### src/hdl/csp_pkg.sv
`default_nettype none
package csp_pkg;

   localparam int MAX_STORES_DEF = 64;
   localparam int SIZE_WIDTH_DEF = 48;
   localparam int CFG_SIZE_W = 48;
   localparam int CSR_IDX_W = 3;
   localparam int SUM_W = 64;
   localparam int RATIO_W = 16;
   localparam int PROD_W = SUM_W + RATIO_W;
   localparam int PICK_W = 7;
   localparam int OVL_W = 10;
   localparam int TAG_W = 16;
   localparam int PICK_CAP = 64;

   typedef enum logic [CSR_IDX_W-1:0] {
      REG_MIN_PICK    = 3'd0,
      REG_MAX_PICK    = 3'd1,
      REG_SIZE_BASE   = 3'd2,
      REG_SIZE_RATIO  = 3'd3,
      REG_EDEN_CUTOFF = 3'd4,
      REG_OVL_LIMIT   = 3'd5
   } csr_reg_type;

   typedef struct packed {
      logic [PICK_W-1:0]     min_pick;
      logic [PICK_W-1:0]     max_pick;
      logic [CFG_SIZE_W-1:0] size_base;
      logic [RATIO_W-1:0]    size_ratio;
      logic [CFG_SIZE_W-1:0] eden_cutoff;
      logic [OVL_W-1:0]      overlap_limit;
   } cfg_type;

   localparam cfg_type CFG_RESET = '{
      min_pick:      7'd3,
      max_pick:      7'd5,
      size_base:     48'd16777216,
      size_ratio:    16'd512,
      eden_cutoff:   48'd100663296,
      overlap_limit: 10'd30
   };

endpackage
`default_nettype wire

### src/hdl/csp_regs.sv
`default_nettype none
module csp_regs (
   input  wire logic                             clock,
   input  wire logic                             reset,
   input  wire logic                             csr_valid,
   input  wire logic [csp_pkg::CSR_IDX_W-1:0]    csr_index,
   input  wire logic [csp_pkg::CFG_SIZE_W-1:0]   csr_data,
   output csp_pkg::cfg_type                      cfg_o
);

   csp_pkg::cfg_type cfg_ff;

   always_ff @(posedge clock) begin
      if (reset) begin
         cfg_ff <= csp_pkg::CFG_RESET;
      end else if (csr_valid) begin
         case (csr_index)
            csp_pkg::REG_MIN_PICK:    cfg_ff.min_pick <= csr_data[csp_pkg::PICK_W-1:0];
            csp_pkg::REG_MAX_PICK:    cfg_ff.max_pick <= csr_data[csp_pkg::PICK_W-1:0];
            csp_pkg::REG_SIZE_BASE:   cfg_ff.size_base <= csr_data;
            csp_pkg::REG_SIZE_RATIO:  cfg_ff.size_ratio <= csr_data[csp_pkg::RATIO_W-1:0];
            csp_pkg::REG_EDEN_CUTOFF: cfg_ff.eden_cutoff <= csr_data;
            csp_pkg::REG_OVL_LIMIT:   cfg_ff.overlap_limit <= csr_data[csp_pkg::OVL_W-1:0];
            default: begin
            end
         endcase
      end
   end

   assign cfg_o = cfg_ff;

endmodule
`default_nettype wire

### config.mk
export PLATFORM = sky130hd
export DESIGN_NAME = csp_regs
export DESIGN_NICKNAME = d
export VERILOG_FILES = /design/src/hdl/csp_pkg.sv /design/src/hdl/csp_regs.sv
export SDC_FILE = /design/constraint.sdc
export NUM_CORES = 1
export LEC_CHECK = 0
export ABC_CLOCK_PERIOD_IN_PS = 2340
export BUFFER_PORTS_ARGS = -buffer_cell sky130_fd_sc_hd__clkbuf_2
export CORE_ASPECT_RATIO = 1.25
export CORE_UTILIZATION = 40
export CTS_CLUSTER_DIAMETER = 150
export DETAILED_ROUTE_END_ITERATION = 10
export HOLD_SLACK_MARGIN = 0.15
export PLACE_DENSITY = 0.66
export SLEW_MARGIN = 15
export SYNTH_ARGS = -nofsm -noshare
export SYNTH_HDL_FRONTEND = slang
export SYNTH_SLANG_ARGS = --single-unit
export TNS_END_PERCENT = 1
### constraint.sdc
create_clock -name clock -period 2.34 [get_ports clock]
set_clock_uncertainty 0.2 [all_clocks]
set_input_delay 0.117 -clock clock [delete_from_list [all_inputs] [get_ports clock]]
set_output_delay 0.117 -clock clock [all_outputs]
set_load 0.005 [all_outputs]
# After elaboration in Yosys (flattened, before gate mapping)
# Cells that the tools add are included.
dict set report word_totals {
  regBits 136
  in_bits 54
  out_inout_bits 136
}
dict set report classes {
  n_eq_ne 5
  n_reduce_logical 7
}
# cell n
set op_table {}
lappend op_table {{$reduce_and 2->1} 6}
lappend op_table {{$eq 3x2->1 const B} 2}
lappend op_table {{$eq 3x3->1 const B} 2}
lappend op_table {{$eq 3x1->1 const B} 1}
lappend op_table {{$logic_not 3->1} 1}

# Depth between registers and ports, before layout
dict set report logic_depth {
  depth_word 2
  ltp_mapped 5
  ltp_nobuf 2
}

# Least setup slack after synthesis
# No wires, ideal clock.
dict set report synth_path {
  path_type {input to register}
  from {input csr_index[1] in the netlist's numbering}
  to {register cfg_ff (netlist bit cfg_o[134])}
  setup_ns 0.124
  arrival_time_ns 0.916
  t_required_ns 2.016
  setup_slack_ns 1.100
  stages 3
  cell_sequence {or4b_1 > buf_2 > mux2i_1}
}
dict set report synth_between {
  elab_chain_cells 2
}
# element line_no
set synth_lines {}
lappend synth_lines {{start: declaration} csp_regs.sv:6} ;# input wire logic [csp_pkg::CSR_IDX_W-1:0] csr_index,
lappend synth_lines {{$logic_not 3->1} csp_regs.sv:17} ;# case (csr_index)
lappend synth_lines {{$reduce_and 2->1 (no line)} -}
lappend synth_lines {{end signal: assignment} csp_regs.sv:15} ;# cfg_ff <= csp_pkg::CFG_RESET;
lappend synth_lines {{end: declaration} csp_regs.sv:11} ;# csp_pkg::cfg_type cfg_ff;
# No other way between the ends.
# A chain may end at the register's enable or synchronous reset.

# Worst setup path after layout
dict set report layout_path {
  from {input csr_valid}
  to {register cfg_ff (netlist bit cfg_o[67])}
}
dict set report layout_between {
  elab_chain_cells 1
}
# element line_no
set layout_lines {}
lappend layout_lines {{start: declaration} csp_regs.sv:5} ;# input wire logic csr_valid,
lappend layout_lines {{$reduce_and 2->1 (no line)} -}
# No other way between the ends.

==> run summary <==
Status = complete, no violations
Drt first pass iters = 4
Final setup vio count = 0
CTS max path bufs = 2
Power per cell area = 733.7 nW/um^2
Largest register FFs = 136
Antenna violations before repair = 0
Hold WC Path Type = primary input to flip-flop
Die X = 107.0 um
Wirelength per Cell = 14.60 um
Gpl congestion = 0.7610
DP HPWL = 8877 um
Post-Layout Cell Count = 924
Synthesis Warnings = 0
Ant. Diodes = 0
DRT Wirelength = 13490 um
Critical path fanouts, max = 7
Seq/Total Area, Yosys = 49.42%
Total congestion overflow = 0
Port Buf Inserts = 189
DRC Markers = 0
Sink Count = 136
CP arrival = 2.42 ns
# IOs = 190
Dpl cells = 839
WS Path Type = primary input to flip-flop
Maximum Capacitance Violations = 0
Root Buffer = clkbuf_16
Post-Syn Area = 5509 sq um
Drt initial violations = 173
Routed vias/inst = 4.626
Area delta synth->final = 41.18%
Detail Route Antenna Nets = 0
Mapped Cells = 510
Critical path required time = 2.48 ns
Die height = 133.2 um
Worst-Margin Slew = 0.6340 ns
Dpl ws = 0.7426 ns
Worst Setup Start Kind = primary input
Die area = 14250 sq um
VDD IR max = 441.9 uV
CTS tree = built
Max H-tree Level = 4
Fin. max-slew vios = 0
Vias in the first global route = 4382
Final Hold Viols = 0
Leak = 3.769 nW
Aggregate negative setup slack = 0 ns
Tcrit/Tclk final = 97.20%
Avg Inst Size Synth = 10.80 sq um
Nets = 794
Clock insertion delay at the later pin of the skew report = 0.40 ns
Placement Rows = 47
Starting Density = 41.27%
Post-Syn Nets = 564
Worst setup margin = 0.06552 ns
CORE AREA = 13350 sq um
Count of cell types in the netlist = 13
Reg clk slew, reported paths = 0.06 ns
Pin count of the biggest net entering global routing = 109
First-pass GRT wire length = 21570 um
Share of layout cells above drive strength 1 = 30.41%
Relative slew slack = 57.49%
Vias = 4274
Cts bufs inserted = 17
Minimum clock period = 2.274 ns
Fmax = 0.4397 GHz
CP endpoint kind = flip-flop
RSZ-0062 raised after global routing = no
GRT Total Usage = 19.16%
Yosys reg bits = 136
-- cells in the mapped netlist --
cell	instances	area share (%)
buf_4	2	0.27
and4b_1	1	0.18
nand4b_1	2	0.32
or4b_1	1	0.18
buf_6	5	1.0
nand4bb_1	2	0.41
nand2b_1	172	20
buf_2	8	0.73
nor2_1	21	1.4
dfxtp_1	136	49
clkbuf_1	23	1.6
and4bb_1	1	0.23
mux2i_1	136	25
-- power by group --
group	total (mW)	internal (mW)	leakage [nW]	switching (mW)
Sequential	2.40	2.37	1.10	0.0279
Clock	2.89	1.90	0.307	0.990
Combinational	0.425	0.239	2.36	0.186
-- layer usage --
layer	up-vias	part of all wire (%)	global-route usage, %
met5	-	0	0
met4	0	1.3	6.012
met3	13	5.4	5.431
met2	138	48	32.58
met1	1985	45	23.23
li1	2138	-	-
-- cell type report --
type | count | area, sq um
fill | 1107 | 5572
multi-input combinational | 336 | 2609
timing repair buffer | 249 | 1583
sequential | 136 | 2723
clock inverter | 11 | 168.9
tap | 171 | 214.0
clock buffer | 21 | 480.5
-- critical path, cell delays in order --
cell           delay (ns)
dlygate4sd3_1        0.53
clkbuf_4             0.18
nand4b_1             0.12
dlygate4sd3_1        0.58
buf_6                0.15
mux2i_1              0.19
dlygate4sd3_1        0.56
-- per-stage QoR --
step	power, mW	util (%)	instance area (sq um)	hold WS, ns
floorplan	2.649	-	5509	0.06905
detailed placement	2.801	49.32	6584	0.1914
finish	5.706	58.26	7777	0.1985
CTS	5.774	58.23	7774	0.1691
global route	5.919	58.26	7777	0.1932
global placement	2.790	49.32	6584	0.1745
-- final timing paths --
check / slack, ns / cells past startpoint / to / from
max: 0.07 / 7 / cfg_o[67] / csr_valid
min: 0.20 / 3 / cfg_o[1] / csr_index[2]
max reg2reg: 0.98 / 3 / cfg_o[67] / cfg_o[67]
min reg2reg: 0.27 / 2 / cfg_o[119] / cfg_o[119]
-- cell usage in the layout, fill, tap and decap left out --
| cell type | Yosys | routed |
|---|---|---|
| clkinv_4 | 0 | 1 |
| and4b_1 | 1 | 1 |
| or4b_1 | 1 | 1 |
| nand4bb_1 | 2 | 1 |
| buf_6 | 5 | 1 |
| nand2b_1 | 172 | 172 |
| bufinv_16 | 0 | 4 |
| buf_12 | 0 | 3 |
| clkinvlp_4 | 0 | 4 |
| and4bb_4 | 0 | 1 |
| dlygate4sd3_1 | 0 | 53 |
| dfxtp_1 | 136 | 136 |
| mux2i_1 | 136 | 136 |
| clkbuf_8 | 0 | 4 |
| clkbuf_2 | 0 | 186 |
| nand4bb_4 | 0 | 1 |
| nor2_1 | 21 | 21 |
| clkinv_2 | 0 | 2 |
| dlymetal6s4s_1 | 0 | 1 |
| nand4b_1 | 2 | 2 |
| clkbuf_16 | 0 | 17 |
| clkbuf_4 | 0 | 1 |
| buf_4 | 2 | 4 |
-- timing repair --
action                                  4_1_cts  5_1_grt
hold buffers                                 54        0
endpoints found under the setup margin        0        1
endpoints found under the hold margin       136        0
resized for setup                             0        4
setup buffers                                 0        0
-- cell families (layout without fill, tap and decap cells) --
| kind of cell | after synthesis | in the layout | share of synthesized area, % |
|---|---|---|---|
| AND/OR/NAND/NOR | 200 | 200 | 22.28 |
| multiplexers | 136 | 136 | 24.71 |
| flip-flops | 136 | 136 | 49.42 |
| buffers and inverters | 38 | 281 | 3.588 |
Power figures use the tool's default switching activity.
